[src/rtl/slcp_pkg.sv]
// Shared types and widths for the skew line closest point block.
// No dependencies; every rtl module imports this package.
`timescale 1ns / 1ps
`default_nettype none

package slcp_pkg;

  localparam int CW      = 16;
  localparam int DIFF_W  = CW + 1;
  localparam int CROSS_W = 2 * DIFF_W + 1;
  localparam int MIX_W   = 54;
  localparam int PSQ_W   = 70;
  localparam int NA_W    = 72;
  localparam int Q_DEPTH = 4;
  localparam int Q_AW    = 2;

  typedef enum logic [1:0] {
    ST_OK       = 2'd0,
    ST_PARALLEL = 2'd1,
    ST_REJECT   = 2'd2
  } status_t;

  typedef struct packed {
    logic signed [CW-1:0] a_x;
    logic signed [CW-1:0] a_y;
    logic signed [CW-1:0] a_z;
    logic signed [CW-1:0] b_x;
    logic signed [CW-1:0] b_y;
    logic signed [CW-1:0] b_z;
    logic signed [CW-1:0] c_x;
    logic signed [CW-1:0] c_y;
    logic signed [CW-1:0] c_z;
    logic signed [CW-1:0] d_x;
    logic signed [CW-1:0] d_y;
    logic signed [CW-1:0] d_z;
  } in_t;

  typedef struct packed {
    logic [1:0]         status;
    logic signed [31:0] mid_x;
    logic signed [31:0] mid_y;
    logic signed [31:0] mid_z;
    logic [31:0]        gap;
    logic [31:0]        point_distance;
  } out_t;

  typedef struct packed {
    status_t                   status;
    logic [MIX_W-1:0]          mix;
    logic [PSQ_W-1:0]          psq;
    logic [NA_W-1:0]           na;
    logic [NA_W-1:0]           nb;
    logic [2:0][CW-1:0]        pa;
    logic [2:0][CW-1:0]        pb;
    logic [2:0][CW-1:0]        pc;
    logic [2:0][CW-1:0]        pd;
    logic [2:0][DIFF_W-1:0]    d1;
    logic [2:0][DIFF_W-1:0]    d2;
  } work_t;

endpackage

`default_nettype wire

[src/rtl/slcp_queue.sv]
// Short word queue between front and back end.
// Depends on slcp_pkg for the work word type and depth.
`timescale 1ns / 1ps
`default_nettype none

module slcp_queue import slcp_pkg::*; (
  input  logic  clk,
  input  logic  rst,
  input  logic  push,
  input  work_t wdata,
  output logic  full,
  input  logic  pop,
  output logic  empty,
  output work_t rdata
);

  work_t           mem [Q_DEPTH];
  logic [Q_AW-1:0] wr_ptr, rd_ptr;
  logic [Q_AW:0]   count;
  logic            do_push, do_pop;

  assign full    = count == (Q_AW + 1)'(Q_DEPTH);
  assign empty   = count == '0;
  assign do_push = push && !full;
  assign do_pop  = pop && !empty;
  assign rdata   = mem[rd_ptr];

  always_ff @(posedge clk) begin
    if (do_push) begin
      mem[wr_ptr] <= wdata;
    end
  end

  always_ff @(posedge clk) begin
    if (rst) begin
      wr_ptr <= '0;
      rd_ptr <= '0;
      count  <= '0;
    end else begin
      if (do_push) begin
        wr_ptr <= wr_ptr + 1'b1;
      end
      if (do_pop) begin
        rd_ptr <= rd_ptr + 1'b1;
      end
      if (do_push && !do_pop) begin
        count <= count + 1'b1;
      end else if (do_pop && !do_push) begin
        count <= count - 1'b1;
      end
    end
  end

  a_count_range: assert property (@(posedge clk) disable iff (rst)
    count <= (Q_AW + 1)'(Q_DEPTH))
    else $error("queue count beyond depth");

  a_ptr_count: assert property (@(posedge clk) disable iff (rst)
    Q_AW'(wr_ptr - rd_ptr) == count[Q_AW-1:0])
    else $error("queue pointers disagree with count");

endmodule

`default_nettype wire

[config.mk]
export PLATFORM = sky130hd
export DESIGN_NAME = slcp_queue
export DESIGN_NICKNAME = d
export VERILOG_FILES = /design/src/rtl/slcp_pkg.sv /design/src/rtl/slcp_queue.sv
export SDC_FILE = /design/constraint.sdc
export NUM_CORES = 1
export LEC_CHECK = 0
export BUFFER_PORTS_ARGS = -buffer_cell sky130_fd_sc_hd__buf_2
export CORE_MARGIN = 2
export CORE_UTILIZATION = 40
export DETAILED_ROUTE_END_ITERATION = 10
export PLACE_DENSITY = 0.72
export SETUP_SLACK_MARGIN = 0.3
export SYNTH_ARGS = -nofsm -noshare
export SYNTH_HDL_FRONTEND = slang
export SYNTH_SLANG_ARGS = --single-unit
[constraint.sdc]
create_clock -name clk -period 14.15 [get_ports clk]
set_input_delay 0.7075 -clock clk [delete_from_list [all_inputs] [get_ports clk]]
set_output_delay 0.7075 -clock clk [all_outputs]
set_load 0.01 [all_outputs]
==> results of run 1 <==
==> synthesized netlist by cell type <==
cell      number  area [sq um]
nor3_1         1          5.00
fa_1           1          20.0
dfxtp_1        9           180
edfxtp_1    2256         67700
a21oi_1        2          10.0
and2_1         4          25.0
o311ai_0       1          8.76
clkbuf_1       6          22.5
mux4_2       564         12700
buf_12        62          1240
or3_1          2          12.5
inv_1          4          15.0
mux2i_1        2          20.0
nor2_1         6          22.5
buf_2         58           290
xor2_1         4          35.0
buf_6          1          11.3
ha_1           5          62.6
o31ai_1        1          7.51
o21ai_0        2          10.0
nand2b_1       2          12.5
nor3b_1        1          7.51
==> worst reg2reg max path, stage by stage, from the launching register on <==
cell and delay, ns:
dfxtp_1 0.47, nor3b_1 0.16, nor2_1 0.42, and2_4 0.71, buf_4 0.87, buf_12 0.62
buf_4 1.13
==> worst paths after layout <==
path               from     endpoint  slack [ns]  cells after the start
max           flip-flop   rdata[325]        8.28                      5
min          wdata[472]  mem[2][472]        0.08                      1
max reg2reg    count[0]  mem[2][408]        9.37                      6
min reg2reg   wr_ptr[1]    wr_ptr[1]        0.53                      2
==> cells by family after synthesis <==
| logic type | count (synthesis) |
|---|---|
| adders and majority gates | 6 |
| AOI/OAI and AO/OA | 6 |
| buffers and inverters | 131 |
| DFF | 2265 |
| xor gates and xnor gates | 4 |
| and+or+nand+nor | 16 |
| muxes | 566 |
==> where the power goes <==
| part | total (mW) | internal (mW) | switching [mW] |
|---|---|---|---|
| Sequential | 8.22 | 8.07 | 0.155 |
| Clock | 5.69 | 3.21 | 2.48 |
| Combinational | 4.18 | 1.84 | 2.34 |
| Total | 18.1 | 13.1 | 4.97 |
==> final cells by class <==
cell class / instances / area, sq um / share of cell area, %
sequential: 2265 / 67900 / 68.1
multi-input combinational: 598 / 13000 / 13.0
timing repair buffer: 1383 / 8290 / 8.30
clock buffer: 262 / 5680 / 5.70
tap: 2688 / 3360 / 3.37
clock inverter: 142 / 1410 / 1.41
antenna: 59 / 148 / 0.148
inverter: 4 / 15.0 / 0.0150
==> what timing repair did <==
| action | CTS | global route |
|---|---|---|
| resized for setup | 0 | 0 |
| hold buffers | 211 | 0 |
| hold endpoints to repair | 735 | 0 |
==> metal layers <==
layer  part of all wire, %  wire (microns)  GRT usage, %  vias to the layer above
met5                  0.20             385             0                        -
met4                   4.0            7740          7.87                       60
met3                   8.7           16700          5.81                      440
met2                    50           97000          29.3                     1747
met1                    37           71100          22.0                    20669
li1                      -               -             -                    16176
==> registers in the layout, indices dropped and copies added (netlist names), named ones only <==
name    count
count       3
mem      2256
rd_ptr      2
wr_ptr      2
==> through the flow <==
stage / setup WS [ns] / std cells / power [mW] / hold slack [ns]
floorplan: -0.608 / 2994 / 11.4 / 0.482
global route: 8.07 / 7373 / 18.7 / 0.00981
global placement: 9.13 / 6727 / 12.5 / 0.502
CTS: 8.23 / 7342 / 18.3 / 0.000117
finish: 8.28 / 7401 / 18.1 / 0.0810
detailed placement: 9.14 / 6727 / 12.5 / 0.512
==> key figures, run 1 <==
Status
  • Status: finished, final reports clean

Worst setup path
  • Crit-path max cell delay: 1.00 ns
  • Cell Chain, Critical Path: buf_4, buf_12, buf_4, mux4_2, buf_2
  • WP buf/inv: 4
  • Top delay family on crit path: buffers and inverters
  • Worst Path Max Fanout: 117
  • Worst path slowest cell: buf_4
  • Element type at the critical path end: output port
  • CP arrival: 5.16 ns
  • Startpoint Class: flip-flop
  • Most Frequent Cell on Critical Path: buf_4
  • Kind of critical path: reg -> out
  • Data required, critical path: 13.44 ns

Pwr
  • PwrDens: 181 nW/um^2
  • Worst vdd ir: 0.150 mV
  • P_leak: 32.9 nW

Drt
  • DR vias: 39092
  • Final ANT Viol Nets: 0
  • Vias per cell: 5.28
  • WL per Instance: 26.1 microns
  • Iter 0 DRT Violations: 3701
  • DRC violations left: 0
  • DR pass1 iterations: 5
  • Final wirelength: 193 mm

Clock tree
  • Clk_lat worst skew: 0.85 ns
  • Root buf cell: clkbuf_16
  • CTS Buffer Depth: 3
  • CTS Sinks: 2265
  • CTS tree: yes
  • Post-CTS Setup Repair Bufs: 0
  • Clock-pin slew on the worst setup and hold paths: 0.07 ns
  • Total CTS buffers: 218
  • H-Tree Depth: 4

Finish
  • Layout Area Growth over Synthesis: 21.0%
  • Fill cells: 16086
  • Fin util: 48.7%
  • Most frequent cells in the layout: edfxtp_1 (2256), buf_2 (1133), mux4_2 (564), clkbuf_16 (221), dlygate4sd3_1 (211)
  • Share of cells above drive strength 1: 44.3%
  • Post-route cell area: 99800 sq um
  • Most common cell after layout, fill and taps aside: edfxtp_1
  • Nets: 5044

GRT
  • Initial antenna violation count: 94
  • GRT Util Overall: 18.0%
  • Pin count of the biggest net entering global routing: 145
  • Vias in the first global route: 39866
  • First-pass GRT wire length: 276 mm
  • Gr ovfl total: 0

Yosys
  • Mux cell area share after synthesis: 15.4%
  • Synth warn: 0
  • Mapped Avg Cell Area: 27.5 sq um
  • Post-Synth XOR/XNOR Area: 0.0425%
  • Mapped Cells: 2994
  • Synth Area in Compound Gates: 0.0440%
  • Distinct cells, synth: 22
  • Net Count, Synth: 3568
  • Adder-cell share of the synthesized area: 0.100%
  • Seq/Total Area, Yosys: 82.4%
  • Register bit total from synthesis: 2265
  • Main combinational cell family by area after synthesis: multiplexers
  • Post-Synth Simple-Gate Area: 0.103%
  • Cell area after synthesis: 82500 sq um

Placement
  • DP Wirelength: 123 mm
  • DP Area: 90500 sq um
  • Port bufs: 1133
  • GP Congestion: 0.829

Die
  • Die X: 458 microns
  • Core Region: 205000 sq um
  • Top Ports: 1134
  • Die height: 458 microns
  • # rows: 166
  • DIE AREA: 210000 sq um
  • Starting Density: 40.3%

STA
  • Final min period: 5.87 ns
  • Max-slew violations: 0
  • Final Hold Violating Endpoints: 0
  • Slew HR: 24.0%
  • Setup tns final: 0 ns
  • RSZ-0062 raised after global routing: false
  • Slew @ Worst Pin: 1.14 ns
  • Final worst path period share: 41.5%
  • Worst clock skew: 0.0348 ns
  • Fmax: 170 MHz
  • Final setup fails: 0

Hold path
  • Hold WC Path Type: in -> reg

Job
  • Max-cap violations: 0
(Power assumes the default switching activity.)
==> run 2, diff against run 1 <==
--- a/config.mk
+++ b/config.mk
@@ -9,7 +9,7 @@
 export CORE_MARGIN = 2
 export CORE_UTILIZATION = 40
 export DETAILED_ROUTE_END_ITERATION = 10
-export PLACE_DENSITY = 0.72
+export PLACE_DENSITY = 0.7
 export SETUP_SLACK_MARGIN = 0.3
 export SYNTH_ARGS = -nofsm -noshare
 export SYNTH_HDL_FRONTEND = slang
==> constraint.sdc (replaced) <==
create_clock -name clk -period 5.7 [get_ports clk]
set_input_delay 0.285 -clock clk [delete_from_list [all_inputs] [get_ports clk]]
set_output_delay 0.285 -clock clk [all_outputs]
set_load 0.01 [all_outputs]
==> key figures, run 2 (synthesis results as in run 1) <==
Status
  • Status: finished, final reports clean

STA
  • Final WS setup: 1.87 ns (-6.41 ns)
  • Final min period: 3.83 ns
  • Slew @ Worst Pin: 1.12 ns (-0.0175 ns)
  • Final worst path period share: 67.2%
  • Final Hold Slack: 0.179 ns (+0.0980 ns)
  • Worst clock skew: 0.0494 ns (+0.0146 ns)
  • Final Hold Violating Endpoints: 0 (unchanged)
  • RSZ-0062 raised after global routing: false
  • Max-slew violations: 0 (unchanged)
  • Slew HR: 25.2% (+1.2 points)
  • Fmax: 261 MHz
  • Final setup fails: 0 (unchanged)

Clock tree
  • Total CTS buffers: 219 (+0.46%)
  • Root buf cell: clkbuf_16
  • H-Tree Depth: 4 (unchanged)
  • CTS Sinks: 2265 (unchanged)
  • CTS resizes: 0 (unchanged)
  • Clock-pin slew on the worst setup and hold paths: 0.06 ns (about the same)
  • CTS tree: yes
  • Clk_lat worst skew: 0.85 ns (about the same)
  • CTS Buffer Depth: 3 (unchanged)

Drt
  • DRC violations left: 0 (unchanged)
  • Final wirelength: 204 mm (+5.7%)
  • Final ANT Viol Nets: 0 (unchanged)
  • DR vias: 40681 (+4.1%)
  • Iter 0 DRT Violations: 3829 (+3.5%)
  • WL per Instance: 26.2 microns (+0.56%)
  • Vias per cell: 5.23 (-1.0%)
  • DR pass1 iterations: 7 (+2)

Worst setup path
  • CP arrival: 3.55 ns (-1.61 ns)
  • Startpoint Class: flip-flop
  • R2r startpoint: count[0]
  • Kind of critical path: reg -> out
  • Worst Path Max Fanout: 96 (-18%)
  • Element type at the critical path end: output port
  • Data required, critical path: 5.41 ns (-8.03 ns)

Hold path
  • Worst hold start: wdata[472]
  • Hold WC Path Type: in -> reg

Pwr
  • Switch share: 27.6% (+0.10 points)
  • Comb pwr share: 23.9% (+0.8 points)
  • Worst vdd ir: 0.397 mV (+160%)
  • Int Pwr: 32.9 mW (+150%)
  • PwrDens: 438 nW/um^2 (+140%)
  • P_leak: 34.6 nW (+5.2%)
  • Clock share of power: 31.1% (-0.4 points)
  • Net switching power: 12.5 mW (+150%)
  • Seq pwr share: 45.1% (-0.3 points)

Finish
  • Most common cell after layout, fill and taps aside: edfxtp_1
  • Fill cells: 15691 (-2.5%)
  • Reg with most FFs: mem
  • Share of cells above drive strength 1: 41.3% (-3.0 points)
  • Layout Area Growth over Synthesis: 25.8%
  • Largest register FFs: 2256 (unchanged)
  • Top Registers: mem (2256), count (3)
  • Most frequent cells in the layout: edfxtp_1 (2256), buf_2 (1133), dlygate4sd3_1 (568), mux4_2 (564), clkbuf_16 (224)
  • Nets: 5449 (+8.0%)

GRT
  • Pin count of the biggest net entering global routing: 126 (-13%)
  • First-pass GRT wire length: 293 mm (+6.2%)
  • Vias in the first global route: 42816 (+7.4%)
  • Initial antenna violation count: 40 (-57%)
  • GRT Util Overall: 19.0% (+1.0 points)
  • Gr ovfl total: 0 (unchanged)

Die
  • # rows: 166 (unchanged)
  • Core Region: 205000 sq um (unchanged)
  • Starting Density: 40.3% (unchanged)
  • Die X: 458 microns (unchanged)
  • Top Ports: 1134 (unchanged)
  • Die height: 458 microns (unchanged)
  • DIE AREA: 210000 sq um (unchanged)

Job
  • Max-cap violations: 0 (unchanged)

Placement
  • Port bufs: 1133 (unchanged)
  • Pre-CTS WS: 2.54 ns (-6.60 ns)
  • DP Wirelength: 130 mm (+5.5%)
  • GP Congestion: 0.881 (+6.2%)
run 2: changes by cell type in the layout (fill, tap and decap cells not counted), moves of 6 or more:
cell,previous run,this run
dlygate4sd3_1,211,568
buf_4,22,59
diode_2,59,40
clkinv_2,46,31
clkinv_1,45,58
buf_12,17,27
inv_6,1,10
inv_8,6,0
run 2: area by class of cell:
| cell class | instances | area, sq um | share of cell area [%] |
|---|---|---|---|
| clock inverter | 132 | 1230 | 1.18 |
| clock buffer | 267 | 5770 | 5.56 |
| tap | 2688 | 3360 | 3.24 |
| sequential | 2265 | 67900 | 65.5 |
| inverter | 4 | 15.0 | 0.0145 |
| multi-input combinational | 598 | 13000 | 12.5 |
| antenna | 40 | 100 | 0.0965 |
| timing repair buffer | 1787 | 12300 | 11.9 |
run 2: metrics by stage:
| step | TNS [ns] | util [%] | cell area (sq um) | power (mW) | cells |
|---|---|---|---|---|---|
| 2_1_floorplan | -5683.88 | - | 82500 | 28.0 | 2994 |
| 3_3_place_gp | 0 | 44.4 | 90900 | 31.2 | 6774 |
| 3_5_place_dp | 0 | 44.4 | 90900 | 31.4 | 6774 |
| 4_1_cts | 0 | 50.6 | 104000 | 45.8 | 7741 |
| 5_1_grt | 0 | 50.6 | 104000 | 47.0 | 7772 |
| 6_report | 0 | 50.6 | 104000 | 45.4 | 7781 |
run 2: power groups by stage:
stage,Combinational [mW],Clock (mW),Sequential [mW]
5_1_grt,11.4,15.0,20.6
2_1_floorplan,6.98,0,21.0
6_report,10.8,14.1,20.5
3_3_place_gp,10.5,0,20.7
4_1_cts,11.0,14.3,20.5
3_5_place_dp,10.6,0,20.8
run 2: critical path, cell delays in order (launching register included):
cell and delay (ns):
dfxtp_4 0.99, buf_12 0.61, mux4_2 0.64, buf_2 0.17
run 2: path summary, 6_finish.rpt:
path,endpoint,slack [ns],cells after the start
max,rdata[206],1.87,3
min,mem[2][472],0.18,2
max reg2reg,mem[1][189],2.60,4
min reg2reg,wr_ptr[1],0.54,2
run 2: routing by layer:
layer	part of all wire, %	vias up	global-route usage, %
met5	0.071	-	0
met4	5.4	24	9.74
met3	7.7	454	5.16
met2	51	1804	31.7
met1	36	21459	22.7
li1	-	16940	-
run 2: repair_timing:
action                    in CTS  in global routing
hold buffers                 568                  0
hold endpoints to repair    2265                  0
buffers inserted               0                  0
